## config.mk

```make
export PLATFORM = sky130hd
export DESIGN_NAME = mvm_ram
export DESIGN_NICKNAME = d
export VERILOG_FILES = /design/src/sv/mvm_ram.sv
export SDC_FILE = /design/constraint.sdc
export NUM_CORES = 1
export LEC_CHECK = 0
export ABC_AREA = 1
export BUFFER_PORTS_ARGS = -buffer_cell sky130_fd_sc_hd__buf_2
export CAP_MARGIN = 10
export CORE_MARGIN = 8
export CORE_UTILIZATION = 35
export DETAILED_ROUTE_END_ITERATION = 7
export HOLD_SLACK_MARGIN = 0.06
export MAX_ROUTING_LAYER = met4
export SETUP_SLACK_MARGIN = 0.1
export SLEW_MARGIN = 25
export SYNTH_ARGS = -nofsm -noshare
export SYNTH_HDL_FRONTEND = slang
export SYNTH_SLANG_ARGS = --single-unit
```

## constraint.sdc

```tcl
create_clock -name clk -period 3.2 [get_ports clk]
set_input_delay 0.48 -clock clk [delete_from_list [all_inputs] [get_ports clk]]
set_output_delay 0.48 -clock clk [all_outputs]
set_load 0.03 [all_outputs]
```

## src/sv/mvm_ram.sv

```systemverilog
// Generic simple dual-port RAM: one write port, one read port, registered read.
// Depends on nothing.
module mvm_ram #(
    parameter int WIDTH = 32,
    parameter int DEPTH = 16
) (
    input  logic                                   clk,
    input  logic                                   wr_en,
    input  logic [(DEPTH > 1 ? $clog2(DEPTH) : 1)-1:0] wr_addr,
    input  logic [WIDTH-1:0]                       wr_data,
    input  logic                                   rd_en,
    input  logic [(DEPTH > 1 ? $clog2(DEPTH) : 1)-1:0] rd_addr,
    output logic [WIDTH-1:0]                       rd_data
);

    logic [WIDTH-1:0] mem [DEPTH];
    logic [WIDTH-1:0] rd_data_reg;

    always_ff @(posedge clk) begin
        if (wr_en) begin
            mem[wr_addr] <= wr_data;
        end
        if (rd_en) begin
            rd_data_reg <= mem[rd_addr];
        end
    end

    assign rd_data = rd_data_reg;

endmodule

```

==> results.cfg <==
[floorplan]
die_height_um = 273
core_area_mm2 = 0.0655
die_w_um = 273
initial_core_util_pct = 35.2
io_pins = 75
die_area_mm2 = 0.0743
num_rows = 94

[power]
leakage_nw = 10.9
irDropWorstVdd_mv = 0.427
power_density_mw_per_mm2 = 590

[worst_setup_path]
worstPathMaxFanout = 1
worstSetupPathType = flop to output port
end_kind = output port
cp_slowest_cell = edfxtp_1
path_cells = buf_2
crit_family = flip-flops
start_kind = flop
r2r_start = mem[15][22]
crit_arrival_ns = 1.34
required_ns = 2.72
slowest_delay_ns = 0.49
reg2reg_setup_slack_ns = 1.98
critPathBufInv = 1
reg2reg_to = rd_data[22]
worstRegToRegCells = 6

[global_route]
grt.total_usage_pct = 15.8
grt_overflow_total = 0
first_global_vias = 14500
antenna_found_initial = 6
grt_pass1_wl_mm = 88.4
grt_max_degree = 169

[synthesis]
syn_nets = 2163
ys_ff_latch = 544
synth-compound-area-share_pct = 0
syn_area_mm2 = 0.0231
yosysTopAreaCellShare_pct = 70.9
synthXorXnorAreaFrac_pct = 0
synth_top_family_by_area = simple AND/OR/NAND/NOR gates
yosysTopAreaCell = edfxtp_1
ys_top_cells_by_area = edfxtp_1 (71%), nand2_1 (11%), nand3_1 (8.4%)
synth_cells = 2120
synth_fa_ha_area_share_pct = 0
synthMuxAreaShare_pct = 0
ys_types = 14
ys_seq_area_share_pct = 70.9
synth-simple-area-share_pct = 19.7
yosys_warnings = 0
synth.avg_cell_area_um2 = 10.9

[timing]
fin_crit_sh_pct = 56.8
hold_viol = 0
tightestPinTransition_ns = 0.970
rsz0062_at_grt = false
skew_ns = 0.0212
tns_ns = 0
setup_slack_ns = 1.38
period_minus_slack_ns = 1.82
drv_slew = 0
fmaxAchievable_ghz = 0.550
max-slew-margin-rel_pct = 35.3
setup_viol = 0

[worst_hold_path]
whs_endpoint = mem[15][2]
holdPathStages = 1
min_path_type = input port to flop
hp-start = wr_data[2]

[cells_and_area]
layout-drive-gt1-share_pct = 9.59
syn2layout_area_growth_pct = 13.7
ff_latch_area_mm2 = 0.0163
final_core_util_pct = 40.0
multi_input_area_mm2 = 0.00467
fin_nets = 2229
largest_reg_flops = 512
nFillCells = 6102

[place]
dp_hpwl_mm = 32.5
dp_worst_setup_slack_ns = 0.904
gp_congestion = 0.806
port_buffers = 74

[clocking]
clk_pin_slew_worst_paths_ns = 0.06
cts_tree = done
clock_path_buffers = 3
cts_buffers = 54
h-tree-depth = 2
clock_sinks = 544
root_buffer = clkbuf_16
cts_setup_buffers = 0
cts_resized = 0
hold_buffers = 0
clk_latency_ns = 0.61

[outcome]
status = completed

[route]
avgViaCountPerCell = 4.75
drc = 0
finalWirelength_mm = 57.8
ant_nets = 0
routedWlPerCell_um = 18.6
vias = 14700
dr.pass1.iters = 5
first_iter_violations = 1174

[flow_run]
drv_cap = 0
-- Yosys cell counts, drive strengths merged --
library cell,number
inv,390
nor2,17
buf,91
nand3,385
nand2,677
clkbuf,14
edfxtp,544
nand3b,2
-- power by group --
part	switching (mW)	total (mW)	internal, mW
registers	0.0479	8.07	8.03
logic	0.750	1.01	0.256
clock network	2.71	6.38	3.67
-- placed cells by master, fill, tap and decap left out, types with 2 or more instances in the layout --
master	n
inv_1	386
buf_4	28
diode_2	7
bufinv_16	7
buf_12	14
nand3b_1	2
nand3_1	385
clkinv_2	8
clkbuf_16	54
nand2_1	677
clkinvlp_4	7
nor2_4	16
inv_6	4
clkinv_1	12
buf_2	72
clkbuf_1	10
edfxtp_1	544
-- cell type report --
type | count | area share (%)
sequential | 544 | 62.3
multi-input combinational | 1081 | 17.8
inverter | 390 | 5.61
clock buffer | 64 | 5.30
tap | 864 | 4.12
timing repair buffer | 115 | 3.29
clock inverter | 37 | 1.48
antenna | 7 | 0.0668
-- metal layers --
layer | vias up | wire length, um | global-route usage (%)
met5 | - | 0 | -
met2 | 452 | 27000 | 24.8
li1 | 7029 | - | -
met3 | 110 | 4060 | 3.18
met1 | 7156 | 25100 | 20.5
met4 | 0 | 1660 | 4.97
-- cell families after synthesis --
group                  count (synthesis)
flip-flops                           544
buffers and inverters                495
AND/OR/NAND/NOR                     1081
-- worst max path at each step --
stage                        to   startpoint  cells after the start
floorplan            mem[10][0]   wr_addr[2]                      2
global placement     rd_data[6]   rd_addr[0]                      8
detailed placement  mem[10][31]   wr_addr[2]                      4
CTS                 rd_data[22]  rd_data[22]                      1
global route        rd_data[24]  rd_data[24]                      1
finish              rd_data[22]  rd_data[22]                      1
-- stage by stage --
stage	std cells	power (mW)	area, um2	hold slack (ns)
global placement	2994	9.22	24400	0.723
global route	3101	16.0	26200	0.240
finish	3102	15.5	26200	0.261
CTS	3095	15.6	26200	0.226
detailed placement	2994	9.24	24400	0.719
floorplan	2120	8.83	23100	0.579
-- worst reg2reg max path: stages (launching register included) --
cell,delay (ns)
edfxtp_1,0.36
inv_1,0.06
nand2_1,0.05
nand3_1,0.12
nand3_1,0.09
nand3_1,0.23
nand2_1,0.08
(Power assumes the default switching activity.)
