==> src/sv/mvm_pkg.sv <==
// Shared types and constants for the matrix-vector multiplier.
// No dependencies; every other file in sv/ except mvm_ram refers to this package.
package mvm_pkg;

    localparam int MAX_ROWS_DEF = 16;
    localparam int MAX_COLS_DEF = 16;

    localparam int CFG_W     = 5;   // width of row_count / col_count
    localparam int CFG_IDX_W = 1;   // two registers
    localparam int VALUE_W   = 32;  // Q16.16 element
    localparam int ROW_IDX_W = 4;
    localparam int DOT_W     = 48;  // Q32.16 result
    localparam int ACC_W     = 64;
    localparam int FRAC_BITS = 16;

    // request opcodes
    localparam logic OP_MATRIX = 1'b0;
    localparam logic OP_VECTOR = 1'b1;

    // register indexes
    localparam logic [CFG_IDX_W-1:0] REG_ROW_COUNT = 1'b0;
    localparam logic [CFG_IDX_W-1:0] REG_COL_COUNT = 1'b1;

    typedef enum logic [1:0] {
        ST_IDLE,
        ST_ISSUE,
        ST_DRAIN,
        ST_EMIT
    } seq_state_t;

    // travels down the MAC pipeline with each operand pair
    typedef struct packed {
        logic valid;
        logic first;   // first column of a row: restart the sum
        logic last;    // last column of a row: sum is final after this one
    } mac_tag_t;

    // sequencer -> output register
    typedef struct packed {
        logic                 valid;
        logic [ROW_IDX_W-1:0] row_index;
        logic                 last;
    } emit_t;

endpackage

==> src/sv/mvm_mac.sv <==
// Shared multiply-accumulate unit: registered 32x32 multiply, 64-bit accumulate,
// 48-bit saturation. Uses mvm_pkg types and widths.
module mvm_mac (
    input  logic                              aclk,
    input  logic                              aresetn,
    input  mvm_pkg::mac_tag_t                 issue_tag,   // aligned with RAM read issue
    input  logic signed [mvm_pkg::VALUE_W-1:0] mat_data,
    input  logic signed [mvm_pkg::VALUE_W-1:0] vec_data,
    output logic                              done,        // row sum final
    output logic signed [mvm_pkg::DOT_W-1:0]  sum_sat
);

    localparam int AW = mvm_pkg::ACC_W;
    localparam int DW = mvm_pkg::DOT_W;

    mvm_pkg::mac_tag_t      tag_d1_reg;   // matches RAM read data
    mvm_pkg::mac_tag_t      tag_d2_reg;   // matches product_reg
    logic signed [AW-1:0]   product_reg;
    logic signed [AW-1:0]   product_next;
    logic signed [AW-1:0]   term;
    logic signed [AW-1:0]   acc_reg;
    logic signed [AW-1:0]   acc_next;
    logic                   done_reg;

    assign product_next = mat_data * vec_data;
    // arithmetic shift gives floor division by 2^16
    assign term     = product_reg >>> mvm_pkg::FRAC_BITS;
    assign acc_next = tag_d2_reg.first ? term : acc_reg + term;

    always_ff @(posedge aclk) begin
        if (!aresetn) begin
            tag_d1_reg <= '0;
            tag_d2_reg <= '0;
            done_reg   <= 1'b0;
        end else begin
            tag_d1_reg <= issue_tag;
            tag_d2_reg <= tag_d1_reg;
            done_reg   <= tag_d2_reg.valid && tag_d2_reg.last;
        end
    end

    always_ff @(posedge aclk) begin
        if (tag_d1_reg.valid) begin
            product_reg <= product_next;
        end
        if (tag_d2_reg.valid) begin
            acc_reg <= acc_next;
        end
    end

    // saturate to 48 bits: overflow when bits 63..47 disagree
    always_comb begin
        if (!acc_reg[AW-1] && (|acc_reg[AW-2:DW-1])) begin
            sum_sat = {1'b0, {(DW-1){1'b1}}};
        end else if (acc_reg[AW-1] && !(&acc_reg[AW-2:DW-1])) begin
            sum_sat = {1'b1, {(DW-1){1'b0}}};
        end else begin
            sum_sat = acc_reg[DW-1:0];
        end
    end

    assign done = done_reg;

endmodule

==> config.mk <==
export PLATFORM = sky130hd
export DESIGN_NAME = mvm_mac
export DESIGN_NICKNAME = d
export VERILOG_FILES = /design/src/sv/mvm_pkg.sv /design/src/sv/mvm_mac.sv
export SDC_FILE = /design/constraint.sdc
export NUM_CORES = 2
export LEC_CHECK = 0
export BUFFER_PORTS_ARGS = -buffer_cell sky130_fd_sc_hd__buf_4
export CORE_MARGIN = 4
export CORE_UTILIZATION = 38
export DETAILED_ROUTE_END_ITERATION = 6
export MAX_ROUTING_LAYER = met4
export PLACE_DENSITY_LB_ADDON = 0.05
export RECOVER_POWER = 25
export SLEW_MARGIN = 0
export SYNTH_ARGS = -nofsm -noshare
export SYNTH_HDL_FRONTEND = slang
export SYNTH_SLANG_ARGS = --single-unit
==> constraint.sdc <==
create_clock -name aclk -period 14.1 [get_ports aclk]
set_clock_uncertainty 0.2 [all_clocks]
set_input_delay 0 -clock aclk [delete_from_list [all_inputs] [get_ports aclk]]
set_output_delay 0 -clock aclk [all_outputs]
set_load 0.01 [all_outputs]
==> impl_metrics.json <==
{
  "hp-start": "tag_d1_reg[0]",
  "cts-root-buf": "clkbuf_16",
  "grt_usage": 0.243,
  "largest_reg_flops": 64,
  "path_common_cell": "fa_1",
  "ys_warn_count": 0,
  "syn_area_sq_um": 43800,
  "path_max_fanout": 32,
  "synthCells": 4624,
  "yosysSeqAreaShare": 0.0799,
  "drtIter0Drc": 2009,
  "worstPathArrival_ps": 8060,
  "dieHeight_um": 348,
  "ys_seq_elements": 119,
  "rsz0062_at_grt": "false",
  "hold_end": "tag_d2_reg[0]",
  "timing.final.crit_period_ps": 8090,
  "critPathTopFamily": "adder cells",
  "violations": "max-capacitance violations, max-slew violations",
  "wl_per_cell_um": 22.9,
  "syn_to_final_growth_pct": 5.89,
  "worst_pin_slew_ps": 2790,
  "fmax_mhz": 124,
  "async_flop_share": 0,
  "antenna_found_initial": 7,
  "cap_violations": 1,
  "startpoint_type": "input pin",
  "worstReg2RegStart": "product_reg[28]",
  "synth_edf_count": 112,
  "status": "complete, but fails checks",
  "h-tree-depth": 4,
  "max_slew_margin": -0.862,
  "die_w_um": 348,
  "syn-num-nets": 6018,
  "fin_nets": 5922,
  "cts.path.max_buffers": 2,
  "setup_viol": 0,
  "rows": 124,
  "grt_max_degree": 73,
  "cts_tree": "yes",
  "cpPeakStageDelay_ps": 1010,
  "min_path_type": "reg -> reg",
  "cp_slowest_cell": "fa_1",
  "clk_pin_slew_ps": 70,
  "path_buf_inv": 6,
  "vias": 30600,
  "drv_slew": 50,
  "grt_overflow": 0,
  "yosysUniqueCellTypes": 76,
  "crit_chain": "buf_4 -> nand2_1 -> inv_1 -> fa_1 -> fa_1 -> fa_1 -> fa_1 -> inv_1 -> fa_1 -> inv_1 -> fa_1 -> inv_1 -> fa_1 -> inv_1 -> fa_1 -> ha_1 -> a21o_1 -> a21o_1 -> a21oi_1 -> o21ai_0 -> o211a_1 -> o2111ai_1 -> a21oi_1 -> xnor2_1",
  "dp_hpwl_mm": 105,
  "synth_ff_type": "edfxtp_1",
  "reg2reg_depth": 12,
  "cp-end-kind": "register",
  "mostFrequentLayoutCells": "fa_1 (1,082), inv_1 (987), nand2_1 (608)",
  "period_share": 0.574,
  "drc": 0,
  "avgSynthCellArea_sq_um": 9.48,
  "cp.depth": 24,
  "grt_pass1_vias": 33600,
  "min_path_cells": 1,
  "final_common_cell": "fa_1",
  "io_pins": 118,
  "insertion_delay_ps": 440,
  "gpl.final_weighted_congestion": 0.835,
  "die_area_sq_um": 121000,
  "cts_buffers": 17,
  "grt_pass1_wl_mm": 215,
  "via_per_inst": 5.05,
  "drtAntennaViolNets": 0,
  "required_ps": 14070,
  "start_util": 0.383,
  "io_buffers": 117,
  "regToRegSetupSlack_ps": 10030,
  "drive_gt1_frac": 0.0412,
  "drt_pass1_iterations": 5,
  "setup_tns_ps": 0,
  "regToRegEndpoint": "acc_reg[59]",
  "cts.sinks": 119,
  "crit_type": "in -> reg",
  "coreArea_sq_um": 115000,
  "wl_mm": 138,
  "hold_viol": 0
}
## through the flow
stage	area [sq um]	utilization	instances	hold WS [ps]	setup slack, ps
after detailed placement	45800	0.400	6014	14.7	5480
after global placement	45800	0.400	6014	27.8	5500
after global routing	46400	0.405	6055	268	5570
after CTS	46400	0.406	6053	148	5930
final	46400	0.405	6056	245	6010
after floorplan	43800	-	4624	-78.3	6650
## timing repair
action,CTS,global route
buffers inserted,0,0
hold buffers,7,0
hold endpoints to repair,7,0
endpoints found under the setup margin,0,0
gates resized for setup,0,0
## area by class of cell
cell class                 count  area (sq um)
tap                         1512          1890
timing repair buffer         134          1010
clock buffer                  17           425
inverter                     987          3700
multi-input combinational   3269         35700
sequential                   119          3510
fill                       11600         68100
antenna                        3          7.51
clock inverter                15           161
## worst register-to-register path: stages, from the launching register on
cell and delay, ps:
edfxtp_1 410, ha_1 390, a21oi_1 300, nor2_1 70, a211oi_1 240, nand3_1 270
o311ai_1 560, nand2_1 170, a211o_1 300, a221o_1 350, a21boi_1 230, mux2i_1 210
o211ai_1 110
## worst max-delay path by stage
stage / start / end / slack, ps
floorplan: mat_data[31] / product_reg[63] / 6650
global placement: vec_data[17] / product_reg[62] / 5500
detailed placement: vec_data[2] / product_reg[62] / 5480
CTS: vec_data[2] / product_reg[62] / 5930
global route: vec_data[2] / product_reg[62] / 5570
finish: vec_data[2] / product_reg[63] / 6010
## synth_stat cells, types with 17 or more instances
cell	number	area share
xnor2_1	68	0.014
nand2b_1	17	0.0024
o21ai_1	36	0.0041
inv_1	987	0.085
o21ai_0	75	0.0086
xor2_1	46	0.0092
ha_1	243	0.069
nand4_1	24	0.0034
edfxtp_1	112	0.077
a21o_1	96	0.016
and2_1	508	0.072
o21a_1	56	0.0096
nand3_1	28	0.0032
nand2_1	608	0.052
clkbuf_1	243	0.021
fa_1	1082	0.49
and3_1	24	0.0034
a21oi_1	98	0.011
nor2_1	91	0.0078
## routing by layer
layer  track usage  up-vias  part of all wire
met5             -        -                 0
met4        0.0334        0             0.013
met3        0.0245       88             0.048
met2         0.374      669              0.45
met1         0.358    16200              0.49
li1              -    13700                 -
## cell families (layout without fill, tap and decap cells)
logic type,after synthesis,count (layout),synth area share
AND/OR/NAND/NOR,1351,1351,0.152
adder cells (fa/ha/maj),1325,1325,0.563
buffers and inverters,1236,1153,0.106
AO/OA/AOI/OAI,476,476,0.0750
flip-flops,119,119,0.0799
XOR/XNOR,114,114,0.0228
multiplexers,3,3,0.000742
other,0,3,0
Power is left out: the tool's default activity adds up to more than one toggle a clock period on the data nets, which glitch-free logic cannot reach.
