## config.mk

```make
export PLATFORM = sky130hd
export DESIGN_NAME = mvm_seq
export DESIGN_NICKNAME = d
export VERILOG_FILES = /design/src/sv/mvm_pkg.sv /design/src/sv/mvm_seq.sv
export SDC_FILE = /design/constraint.sdc
export NUM_CORES = 1
export LEC_CHECK = 0
export BUFFER_PORTS_ARGS = -buffer_cell sky130_fd_sc_hd__buf_2
export CELL_PAD_IN_SITES_DETAIL_PLACEMENT = 0
export CELL_PAD_IN_SITES_GLOBAL_PLACEMENT = 1
export CORE_ASPECT_RATIO = 0.5
export CORE_MARGIN = 2
export CORE_UTILIZATION = 44
export CTS_CLUSTER_SIZE = 20
export DETAILED_ROUTE_END_ITERATION = 8
export GPL_TIMING_DRIVEN = 0
export PLACE_DENSITY = 0.86
export SKIP_CTS_REPAIR_TIMING = 1
export SLEW_MARGIN = 20
export SYNTH_ARGS = -nofsm -noshare
export SYNTH_HDL_FRONTEND = slang
export SYNTH_SLANG_ARGS = --single-unit
```

## constraint.sdc

```tcl
create_clock -name aclk -period 7.5 [get_ports aclk]
set_input_delay 1.125 -clock aclk [delete_from_list [all_inputs] [get_ports aclk]]
set_output_delay 1.125 -clock aclk [all_outputs]
set_load 0.02 [all_outputs]
```

## src/sv/mvm_pkg.sv

```systemverilog
// Shared types and constants for the matrix-vector multiplier.
// No dependencies; every other file in sv/ except mvm_ram refers to this package.
package mvm_pkg;

    localparam int MAX_ROWS_DEF = 16;
    localparam int MAX_COLS_DEF = 16;

    localparam int CFG_W     = 5;   // width of row_count / col_count
    localparam int CFG_IDX_W = 1;   // two registers
    localparam int VALUE_W   = 32;  // Q16.16 element
    localparam int ROW_IDX_W = 4;
    localparam int DOT_W     = 48;  // Q32.16 result
    localparam int ACC_W     = 64;
    localparam int FRAC_BITS = 16;

    // request opcodes
    localparam logic OP_MATRIX = 1'b0;
    localparam logic OP_VECTOR = 1'b1;

    // register indexes
    localparam logic [CFG_IDX_W-1:0] REG_ROW_COUNT = 1'b0;
    localparam logic [CFG_IDX_W-1:0] REG_COL_COUNT = 1'b1;

    typedef enum logic [1:0] {
        ST_IDLE,
        ST_ISSUE,
        ST_DRAIN,
        ST_EMIT
    } seq_state_t;

    // travels down the MAC pipeline with each operand pair
    typedef struct packed {
        logic valid;
        logic first;   // first column of a row: restart the sum
        logic last;    // last column of a row: sum is final after this one
    } mac_tag_t;

    // sequencer -> output register
    typedef struct packed {
        logic                 valid;
        logic [ROW_IDX_W-1:0] row_index;
        logic                 last;
    } emit_t;

endpackage

```

## src/sv/mvm_seq.sv

```systemverilog
// Sequencer: configuration registers, fill counters, store addressing and the
// row/column loop that feeds the MAC. Uses mvm_pkg types and constants.
module mvm_seq #(
    parameter int MAX_ROWS = mvm_pkg::MAX_ROWS_DEF,
    parameter int MAX_COLS = mvm_pkg::MAX_COLS_DEF,
    localparam int MAW = (MAX_ROWS * MAX_COLS > 1) ? $clog2(MAX_ROWS * MAX_COLS) : 1,
    localparam int VAW = (MAX_COLS > 1) ? $clog2(MAX_COLS) : 1
) (
    input  logic                               aclk,
    input  logic                               aresetn,
    input  logic                               cfg_we,
    input  logic [mvm_pkg::CFG_IDX_W-1:0]      cfg_index,
    input  logic [mvm_pkg::CFG_W-1:0]          cfg_data,
    input  logic                               s_valid,
    output logic                               s_ready,
    input  logic                               s_op,
    output logic                               mat_wr_en,
    output logic [MAW-1:0]                     mat_wr_addr,
    output logic                               vec_wr_en,
    output logic [VAW-1:0]                     vec_wr_addr,
    output logic                               rd_en,
    output logic [MAW-1:0]                     mat_rd_addr,
    output logic [VAW-1:0]                     vec_rd_addr,
    output mvm_pkg::mac_tag_t                  issue_tag,
    input  logic                               mac_done,
    input  logic                               out_free,
    output mvm_pkg::emit_t                     emit
);

    localparam int RW  = $clog2(MAX_ROWS + 1);
    localparam int CW  = $clog2(MAX_COLS + 1);
    localparam int TW  = RW + CW;
    localparam int RIW = (MAX_ROWS > 1) ? $clog2(MAX_ROWS) : 1;
    localparam int MFW = $clog2(MAX_ROWS * MAX_COLS + 1);
    localparam int VFW = $clog2(MAX_COLS + 1);

    mvm_pkg::seq_state_t        state_reg, state_next;
    logic [mvm_pkg::CFG_W-1:0]  row_count_reg;
    logic [mvm_pkg::CFG_W-1:0]  col_count_reg;
    logic [MFW-1:0]             mfill_reg, mfill_next;
    logic [VFW-1:0]             vfill_reg, vfill_next;
    logic [RIW-1:0]             r_reg, r_next;
    logic [VAW-1:0]             c_reg, c_next;
    logic [MAW-1:0]             maddr_reg, maddr_next;

    logic [RW-1:0]  rows;
    logic [CW-1:0]  cols;
    logic [TW-1:0]  total;
    logic [MFW-1:0] midx;
    logic [VFW-1:0] vidx;
    logic           accept;
    logic           vec_complete;
    logic           c_last;
    logic           r_last;

    // register values in use, clamped to 1..MAX
    assign rows = (row_count_reg == '0) ? RW'(1) :
                  (32'(row_count_reg) > MAX_ROWS) ? RW'(MAX_ROWS) : RW'(row_count_reg);
    assign cols = (col_count_reg == '0) ? CW'(1) :
                  (32'(col_count_reg) > MAX_COLS) ? CW'(MAX_COLS) : CW'(col_count_reg);
    assign total = TW'(rows) * TW'(cols);

    // overfill wraps to entry 0
    assign midx = (32'(mfill_reg) >= 32'(total)) ? '0 : mfill_reg;
    assign vidx = (32'(vfill_reg) >= 32'(cols)) ? '0 : vfill_reg;
    assign vec_complete = (32'(vidx) + 32'd1 == 32'(cols));

    assign s_ready = (state_reg == mvm_pkg::ST_IDLE);
    assign accept  = s_valid && s_ready;

    assign mat_wr_en   = accept && (s_op == mvm_pkg::OP_MATRIX);
    assign mat_wr_addr = midx[MAW-1:0];
    assign vec_wr_en   = accept && (s_op == mvm_pkg::OP_VECTOR);
    assign vec_wr_addr = vidx[VAW-1:0];

    assign mat_rd_addr = maddr_reg;
    assign vec_rd_addr = c_reg;
    assign c_last = (32'(c_reg) + 32'd1 == 32'(cols));
    assign r_last = (32'(r_reg) + 32'd1 == 32'(rows));

    always_ff @(posedge aclk) begin
        if (!aresetn) begin
            row_count_reg <= mvm_pkg::CFG_W'(1);
            col_count_reg <= mvm_pkg::CFG_W'(1);
        end else if (cfg_we) begin
            case (cfg_index)
                mvm_pkg::REG_ROW_COUNT: row_count_reg <= cfg_data;
                mvm_pkg::REG_COL_COUNT: col_count_reg <= cfg_data;
                default: ;
            endcase
        end
    end

    always_ff @(posedge aclk) begin
        if (!aresetn) begin
            state_reg <= mvm_pkg::ST_IDLE;
            mfill_reg <= '0;
            vfill_reg <= '0;
            r_reg     <= '0;
            c_reg     <= '0;
            maddr_reg <= '0;
        end else begin
            state_reg <= state_next;
            mfill_reg <= mfill_next;
            vfill_reg <= vfill_next;
            r_reg     <= r_next;
            c_reg     <= c_next;
            maddr_reg <= maddr_next;
        end
    end

    always_comb begin
        state_next = state_reg;
        mfill_next = mfill_reg;
        vfill_next = vfill_reg;
        r_next     = r_reg;
        c_next     = c_reg;
        maddr_next = maddr_reg;
        rd_en      = 1'b0;
        issue_tag  = '0;
        emit       = '0;

        case (state_reg)
            mvm_pkg::ST_IDLE: begin
                if (mat_wr_en) begin
                    mfill_next = midx + MFW'(1);
                end
                if (vec_wr_en) begin
                    vfill_next = vidx + VFW'(1);
                    if (vec_complete) begin
                        r_next     = '0;
                        c_next     = '0;
                        maddr_next = '0;
                        state_next = mvm_pkg::ST_ISSUE;
                    end
                end
            end
            mvm_pkg::ST_ISSUE: begin
                rd_en           = 1'b1;
                issue_tag.valid = 1'b1;
                issue_tag.first = (c_reg == '0);
                issue_tag.last  = c_last;
                maddr_next      = maddr_reg + MAW'(1);
                if (c_last) begin
                    c_next     = '0;
                    state_next = mvm_pkg::ST_DRAIN;
                end else begin
                    c_next = c_reg + VAW'(1);
                end
            end
            mvm_pkg::ST_DRAIN: begin
                if (mac_done) begin
                    state_next = mvm_pkg::ST_EMIT;
                end
            end
            mvm_pkg::ST_EMIT: begin
                if (out_free) begin
                    emit.valid     = 1'b1;
                    emit.row_index = mvm_pkg::ROW_IDX_W'(r_reg);
                    emit.last      = r_last;
                    if (r_last) begin
                        mfill_next = '0;
                        vfill_next = '0;
                        state_next = mvm_pkg::ST_IDLE;
                    end else begin
                        r_next     = r_reg + RIW'(1);
                        state_next = mvm_pkg::ST_ISSUE;
                    end
                end
            end
            default: begin
                state_next = mvm_pkg::ST_IDLE;
            end
        endcase
    end

endmodule

```

==> impl_metrics.tcl, run 1 <==
set metrics [dict create \
    status "completed" \
    synth_common_cells "nor2_1, dfxtp_1, ha_1" \
    tns_ps 0 \
    hold_viol 0 \
    start_util_pct 45.8 \
    critPathKind "reg2out" \
    drive_gt1_share_pct 14.3 \
    p_sw_mw 0.197 \
    cp-start-kind "register" \
    intPower_mw 0.439 \
    cp_slowest_cell "fa_1" \
    fp.dieH_um 68.9 \
    n_antenna_cell 0 \
    drt_iter0_markers 247 \
    grt.total_usage_pct 21.1 \
    cts_buffers 5 \
    hold_path.class "reg2reg" \
    async_flop_share_pct 0 \
    path_common_cell "fa_1" \
    crit_fanout 10 \
    rsz0062_at_grt "false" \
    portBuffers 49 \
    ys_seq_elements 42 \
    clock_path_buffers 2 \
    fin_total_pwr_mw 0.636 \
    drt-total-wl_mm 9.25 \
    io_pins 50 \
    antenna_found_initial 0 \
    synthesis.nets 531 \
    max_freq_ghz 0.144 \
    die-area_sq_um 9210 \
    hold_path_end "mfill_reg[0]$_SDFFE_PN0P_" \
    r2r-start "col_count_reg[4]$_SDFFE_PN0P_" \
    viasPerCell 5.34 \
    netSwitchingFraction_pct 31.0 \
    clk_latency_ps 290 \
    max-cap-violations 0 \
    nNetsFinal 587 \
    syn_area_sq_um 3700 \
    max_stage_delay_ps 540 \
    globalplace.congestion 0.899 \
    seq_power_share_pct 36.7 \
    yosys_most_used_dff "dfxtp_1" \
    drc 0 \
    hpwl_mm 7.22 \
    syn_avg_cell_area_sq_um 7.93 \
    cts_tree "built" \
    multiInputGateArea_sq_um 2650 \
    dpl-instance-area_sq_um 4090 \
    synth_enable_flop_cells 0 \
    seq_area_frac_synth_pct 22.7 \
    h-tree-depth 2 \
    grt_pass1_vias 3029 \
    r2r_end "mfill_reg[6]$_SDFFE_PN0P_" \
    yosysTopAreaCell "dfxtp_1" \
    slew_headroom_pct 39.2 \
    holdPathStages 2 \
    cellPowerDensity_nw_per_um2 149 \
    endpoint_kind "primary output" \
    finalInstanceArea_sq_um 4260 \
    detail-route-antenna-nets 0 \
    synth_area_leaders "dfxtp_1, ha_1, fa_1, nor2_1, a21oi_1" \
    grt_pass1_wl_mm 15.0 \
    clock_skew_ps 6.56 \
    rows 23 \
    irDropWorstVdd_v 0.0000828 \
    overflow 0 \
    grt_max_degree 14 \
    yosysWarnings 0 \
    reg2reg_depth 28 \
    synthCells 467 \
    setup_violations 0 \
    die_w_um 134 \
    wire_per_inst_um 14.5 \
    fin_crit_ps 6940 \
    crit_chain "buf_2, nor2b_1, clkbuf_1, inv_1, or2_2, fa_1, fa_1, fa_1, inv_1, ha_1, and3_1, a221o_1, nor2_1, xor2_1, ha_1, nor2_1, o221ai_1, a21oi_1, o21bai_1, and2_1, clkbuf_1, nor2b_1, buf_2" \
    crit_required_ps 6380 \
    core_area_sq_um 8090 \
    worst_slew_pin_slew_ps 906 \
    synth_top_area_share_pct 22.7 \
    critical_path_arrival_ps 5820 \
    n_fill_cell 805 \
    reg2reg_slack_ps 1020 \
    clock-sinks 42 \
    power_leakage_nw 1.96 \
    vias 3397 \
    ys_types 62 \
    regArea_sq_um 841 \
    comb_power_share_pct 24.3 \
    synthToLayoutAreaGrowth_pct 14.9 \
    clock_power_share_pct 38.9 \
    clockRootBuffer "clkbuf_16" \
    synth_most_common_cell "nor2_1" \
    clk_pin_slew_worst_paths_ps 70 \
    firstDrtPassIters 4 \
    min_from "mfill_reg[0]$_SDFFE_PN0P_" \
    largest_register_ffs 9 \
    maxSlewViolCount 0 \
    fin_crit_sh_pct 92.5 \
]
worst max path at each step:
stage                                        from        endpoint  cells past startpoint
floorplan           col_count_reg[4]$_SDFFE_PN0P_  mat_wr_addr[1]                     22
global placement    col_count_reg[4]$_SDFFE_PN0P_  mat_wr_addr[0]                     23
detailed placement  col_count_reg[4]$_SDFFE_PN0P_  mat_wr_addr[0]                     23
CTS                 col_count_reg[4]$_SDFFE_PN0P_  mat_wr_addr[0]                     23
global route        col_count_reg[4]$_SDFFE_PN0P_  mat_wr_addr[0]                     23
finish              col_count_reg[4]$_SDFFE_PN0P_  mat_wr_addr[1]                     23
cell families after synthesis:
family / share of synthesized area [%]
compound gates: 18.8
mux: 1.89
xor+xnor: 5.34
flops: 22.7
simple gates: 26.5
buf+inv: 5.71
fa+ha+maj: 19.0
layout by cell type (no fill, tap or decap), types with 10 or more instances in the layout:
cell / count
nand2_1: 40
and3_1: 12
inv_1: 34
nor2b_1: 16
a21oi_1: 30
dfxtp_1: 42
o21ai_0: 19
xor2_1: 11
buf_2: 53
clkbuf_1: 10
nor2_1: 48
nand3_1: 26
ha_1: 42
power groups by stage:
stage | Clock (mW) | Combinational [mW] | Sequential, mW
after floorplan | 0 | 0.111 | 0.237
after global placement | 0 | 0.152 | 0.238
after detailed placement | 0 | 0.153 | 0.239
after CTS | 0.252 | 0.155 | 0.233
after global routing | 0.261 | 0.173 | 0.234
final | 0.248 | 0.155 | 0.233
layout make-up:
type / count / share of cell area (%)
tap: 112 / 3.29
timing repair buffer: 49 / 5.76
buffer: 16 / 1.79
inverter: 36 / 3.18
clock buffer: 5 / 2.94
multi-input combinational: 373 / 62.3
clock inverter: 3 / 0.941
sequential: 42 / 19.8
through the flow:
stage | utilization (%) | cells | setup WS (ps) | hold WS [ps]
final | 52.6 | 636 | 560 | 473
after global routing | 52.6 | 636 | 93.7 | 502
after CTS | 52.6 | 636 | 524 | 476
after detailed placement | 50.6 | 628 | 855 | 467
after global placement | 50.6 | 628 | 884 | 458
after floorplan | - | 467 | 1400 | 441
per-layer routing:
layer	part of all wire [%]	vias up	global-route usage [%]
met5	0	-	0
li1	-	1762	-
met4	0.43	0	4.52
met3	5.4	4	4.39
met2	40	68	32.0
met1	54	1563	31.0
worst max-delay path: cells and delay by family, from the launching register on:
family / cells / cell delay, ps
compound gates: 4 / 690
flops: 1 / 290
buf+inv: 6 / 1150
simple gates: 7 / 1230
fa+ha+maj: 5 / 2100
xor+xnor: 1 / 80
No activity file was read; power rests on OpenSTA's default activity.
==> run 2, diff against run 1 <==
--- a/config.mk
+++ b/config.mk
@@ -15,3 +15,2 @@
 export DETAILED_ROUTE_END_ITERATION = 8
-export GPL_TIMING_DRIVEN = 0
 export PLACE_DENSITY = 0.86
==> constraint.sdc (replaced) <==
create_clock -name aclk -period 7.5 [get_ports aclk]
set_input_delay 1.5 -clock aclk [delete_from_list [all_inputs] [get_ports aclk]]
set_output_delay 1.5 -clock aclk [all_outputs]
set_load 0.02 [all_outputs]
==> run 2 against run 1 <==
Effect of this change:
- first-iteration DRC count fell by 21%
- worst setup slack worse by 82 ps
- die area did not move
- maximum frequency decreased by 1.2%
- clock power shrank 9.3%
- critical path type unchanged
==> impl_metrics.tcl, run 2 (synthesized netlist as in run 1, its figures left out) <==
set metrics [dict create \
    status "completed" \
    maxSlewViolCount 0 \
    irDropWorstVdd_v 0.0000947 \
    h-tree-depth 2 \
    mostFrequentLayoutCells "buf_2, nor2_1, ha_1, dfxtp_1, nand2_1" \
    fin_crit_ps 7020 \
    hold_path.class "reg2reg" \
    power_leakage_nw 1.92 \
    fin_crit_sh_pct 93.6 \
    drive_gt1_share_pct 13.8 \
    clk_latency_ps 290 \
    firstDrtPassIters 4 \
    cp-start-kind "register" \
    cts_tree "built" \
    nNetsFinal 572 \
    final_common_cell "buf_2" \
    endpoint_kind "primary output" \
    clockRootBuffer "clkbuf_16" \
    vias 3393 \
    detail-route-antenna-nets 0 \
    die_w_um 134 \
    drt_iter0_markers 196 \
    grt_pass1_wl_mm 15.2 \
    grt.total_usage_pct 21.0 \
    hold_viol 0 \
    grt_max_degree 30 \
    clk_pin_slew_worst_paths_ps 60 \
    drc 0 \
    crit_chain "nor2b_1, inv_1, or2_2, fa_1, fa_1, fa_1, inv_1, ha_1, and3_1, a221o_1, nor2_1, xor2_1, ha_1, nor2_1, o221ai_1, a21oi_1, o21bai_1, and2_1, nor2b_1, buf_2" \
    largest_register_ffs 9 \
    setup_ws_ps 478 \
    grt_pass1_vias 2996 \
    n_antenna_cell 0 \
    io_pins 50 \
    clock_path_buffers 2 \
    critPathKind "reg2out" \
    max_stage_delay_ps 550 \
    post-route-util_pct 51.6 \
    synthToLayoutAreaGrowth_pct 12.6 \
    rsz0062_at_grt "false" \
    critical-path-top-delay-family "adder cells" \
    path_common_cell "fa_1" \
    fp.dieH_um 68.9 \
    core_area_sq_um 8090 \
    die-area_sq_um 9210 \
    cellPowerDensity_nw_per_um2 145 \
    critical_path_arrival_ps 5520 \
    cp_slowest_cell "fa_1" \
    drt-total-wl_mm 9.15 \
    rows 23 \
    fin_total_pwr_mw 0.606 \
    worst_slew_pin_slew_ps 1000 \
    overflow 0 \
    viasPerCell 5.46 \
    path_buf_inv 3 \
    n_fill_cell 800 \
    place_ws_ps 766 \
    max-cap-violations 0 \
    finalInstanceArea_sq_um 4170 \
    clock-sinks 42 \
    crit_required_ps 6000 \
    dpl-instance-area_sq_um 4020 \
    globalplace.congestion 0.865 \
    wire_per_inst_um 14.7 \
    setup_violations 0 \
    hpwl_mm 7.09 \
    cts_buffers 5 \
    clock_skew_ps 7.09 \
    start_util_pct 45.8 \
    tns_ps 0 \
    crit_fanout 10 \
    max_freq_ghz 0.142 \
    antenna_found_initial 0 \
    portBuffers 49 \
    slew_headroom_pct 33.0 \
]
[run 2: power by group]
part           switching, mW  total (mW)  internal (mW)
clock network         0.0931       0.225          0.132
logic                 0.0962       0.146         0.0495
registers            0.00648       0.235          0.229
[run 2: worst paths after layout]
kind         slack [ps]  cells past startpoint                     startpoint                            end
max                 480                     20  col_count_reg[4]$_SDFFE_PN0P_                 mat_wr_addr[1]
min                 480                      2  col_count_reg[0]$_SDFFE_PN1P_  col_count_reg[0]$_SDFFE_PN1P_
max reg2reg        1320                     25  col_count_reg[4]$_SDFFE_PN0P_      mfill_reg[6]$_SDFFE_PN0P_
min reg2reg         480                      2  col_count_reg[0]$_SDFFE_PN1P_  col_count_reg[0]$_SDFFE_PN1P_
[run 2: metal layers]
metal	wire (um)	global-route usage, %	vias up
met3	481	4.17	4
li1	-	-	1729
met5	0	0	-
met4	51	4.12	0
met1	4870	31.1	1581
met2	3750	31.9	79
[run 2: area by class of cell]
| class | count | area (sq um) | area share, % |
|---|---|---|---|
| Multi-Input combinational cell | 373 | 2650 | 63.6 |
| Clock inverter | 2 | 12.5 | 0.300 |
| Sequential cell | 42 | 841 | 20.1 |
| Inverter | 36 | 135 | 3.24 |
| Tap cell | 112 | 140 | 3.36 |
| Timing Repair Buffer | 50 | 253 | 6.06 |
| Clock buffer | 6 | 139 | 3.33 |
[run 2: metrics by stage]
step | hold slack (ps) | std cells
finish | 476 | 621
global route | 504 | 621
CTS | 473 | 621
detailed placement | 457 | 613
global placement | 459 | 613
floorplan | 441 | 467
[run 2: worst reg2reg max path, stage by stage, from the launching register on]
cell,delay (ps)
dfxtp_1,390
nor2b_1,430
inv_1,170
or2_2,340
fa_1,490
fa_1,520
fa_1,550
inv_1,40
ha_1,330
and3_1,180
a221o_1,330
nor2_1,120
xor2_1,160
ha_1,170
nor2_1,40
o221ai_1,60
a21oi_1,60
o21bai_1,170
and2_1,360
nor2b_1,120
ha_1,230
and3_1,210
and3_1,200
nor2b_1,130
o21ai_0,140
a21oi_1,80
==> run 3, diff against run 2 <==
- CORE_MARGIN: 2 -> 10
==> run 3 against run 2 <==
Effect of this change:
- maximum frequency decreased by 0.54%
- core utilization decreased by 0.11 points
- routed wire length grew 4.9%
- flip-flop and latch count is the same
- critical path type unchanged
- sequential share of layout area about the same
- register-to-register slack got worse by 40 ps
- via count rose by 0.80%
- global-route usage shrank 6.1 points
==> impl_metrics.tcl, run 3 (synthesized netlist as in run 1, its figures left out) <==
set metrics [dict create \
    n_fill_cell 776 \
    clockRootBuffer "clkbuf_16" \
    globalplace.congestion 0.855 \
    grt.total_usage_pct 14.9 \
    maxSlewViolCount 0 \
    portBuffers 49 \
    drt_iter0_markers 258 \
    clock_skew_ps 6.33 \
    min_from "mfill_reg[0]$_SDFFE_PN0P_" \
    crit_required_ps 6000 \
    wire_per_inst_um 15.4 \
    tns_ps 0 \
    start_util_pct 45.8 \
    largest_register_ffs 9 \
    critical_path_arrival_ps 5560 \
    synthToLayoutAreaGrowth_pct 12.4 \
    post-route-util_pct 51.5 \
    max-cap-violations 0 \
    n_antenna_cell 0 \
    drive_gt1_share_pct 13.6 \
    grt_max_degree 30 \
    rsz0062_at_grt "false" \
    firstDrtPassIters 4 \
    setup_violations 0 \
    drc 0 \
    clk_pin_slew_worst_paths_ps 60 \
    hold_path.class "reg2reg" \
    r2r-start "col_count_reg[4]$_SDFFE_PN0P_" \
    grt_pass1_vias 3182 \
    die_w_um 150 \
    irDropWorstVdd_v 0.0000861 \
    power_leakage_nw 1.92 \
    max_freq_ghz 0.142 \
    viasPerCell 5.51 \
    critPathKind "reg2out" \
    mostFrequentLayoutCells "buf_2, nor2_1, ha_1, dfxtp_1, nand2_1" \
    hpwl_mm 7.52 \
    clock-sinks 42 \
    grt_pass1_wl_mm 15.8 \
    slew_headroom_pct 32.4 \
    detail-route-antenna-nets 0 \
    finalInstanceArea_sq_um 4160 \
    clk_latency_ps 290 \
    drt-total-wl_mm 9.59 \
    cellPowerDensity_nw_per_um2 144 \
    status "completed" \
    fin_crit_sh_pct 94.1 \
    h-tree-depth 2 \
    overflow 0 \
    core_area_sq_um 8090 \
    final_common_cell "buf_2" \
    nNetsFinal 572 \
    dpl-instance-area_sq_um 4020 \
    die-area_sq_um 12700 \
    cts_buffers 5 \
    clock_path_buffers 2 \
    startpoint "col_count_reg[4]$_SDFFE_PN0P_" \
    cp-start-kind "register" \
    fp.dieH_um 84.9 \
    hold_viol 0 \
    antenna_found_initial 0 \
    fin_crit_ps 7060 \
    io_pins 50 \
    crit_fanout 10 \
    worst_slew_pin_slew_ps 1010 \
    endpoint_kind "primary output" \
    vias 3420 \
    rows 23 \
    cts_tree "built" \
]
[run 3: cell count changes in the layout (fill, tap and decap cells not counted), sizes merged]
cell	previous run	this run
clkinv	1	2
clkinvlp	1	0
[run 3: path summary, 6_finish.rpt]
path	end	slack, ps	depth (start not counted)
hold / removal	mfill_reg[0]$_SDFFE_PN0P_	470	2
setup reg to reg	mfill_reg[6]$_SDFFE_PN0P_	1280	25
hold reg to reg	mfill_reg[0]$_SDFFE_PN0P_	470	2
setup / recovery	mat_wr_addr[1]	440	20
[run 3: report_power, final]
part	internal (mW)	switching, mW	total (mW)
registers	0.228	0.00665	0.235
logic	0.0495	0.0975	0.147
clock network	0.124	0.0939	0.218
total	0.402	0.198	0.600
[run 3: layer usage]
metal  track usage (%)  vias up  wire length [um]
li1                  -     1732                 -
met1              20.9     1582              4750
met2              22.7       96              4070
met3              3.34       10               698
met4              3.60        0                72
met5                 0        -                 0
[run 3: per-stage QoR]
step / total power [mW] / cells / setup slack, ps / hold slack (ps)
2_1_floorplan: 0.348 / 467 / 1020 / 441
3_3_place_gp: 0.384 / 613 / 918 / 456
3_5_place_dp: 0.386 / 613 / 771 / 461
4_1_cts: 0.602 / 621 / 445 / 468
5_1_grt: 0.631 / 621 / 107 / 494
6_report: 0.600 / 621 / 440 / 471
[run 3: worst max-delay path, stage by stage, from the launching register on]
cell	delay, ps
dfxtp_1	400
nor2b_1	430
inv_1	170
or2_2	340
fa_1	500
fa_1	530
fa_1	540
inv_1	40
ha_1	330
and3_1	180
a221o_1	330
nor2_1	120
xor2_1	80
ha_1	190
nor2_1	80
o221ai_1	110
a21oi_1	130
o21bai_1	100
and2_1	280
nor2b_1	200
buf_2	190
[run 3: cell type report]
type | instances | area [sq um] | area share (%)
clock buffers | 6 | 129 | 3.09
clock inverters | 2 | 13.8 | 0.331
inverters | 36 | 135 | 3.25
multi-input cells | 373 | 2650 | 63.7
flip-flops and latches | 42 | 841 | 20.2
well taps | 112 | 140 | 3.37
repair buffers | 50 | 253 | 6.07
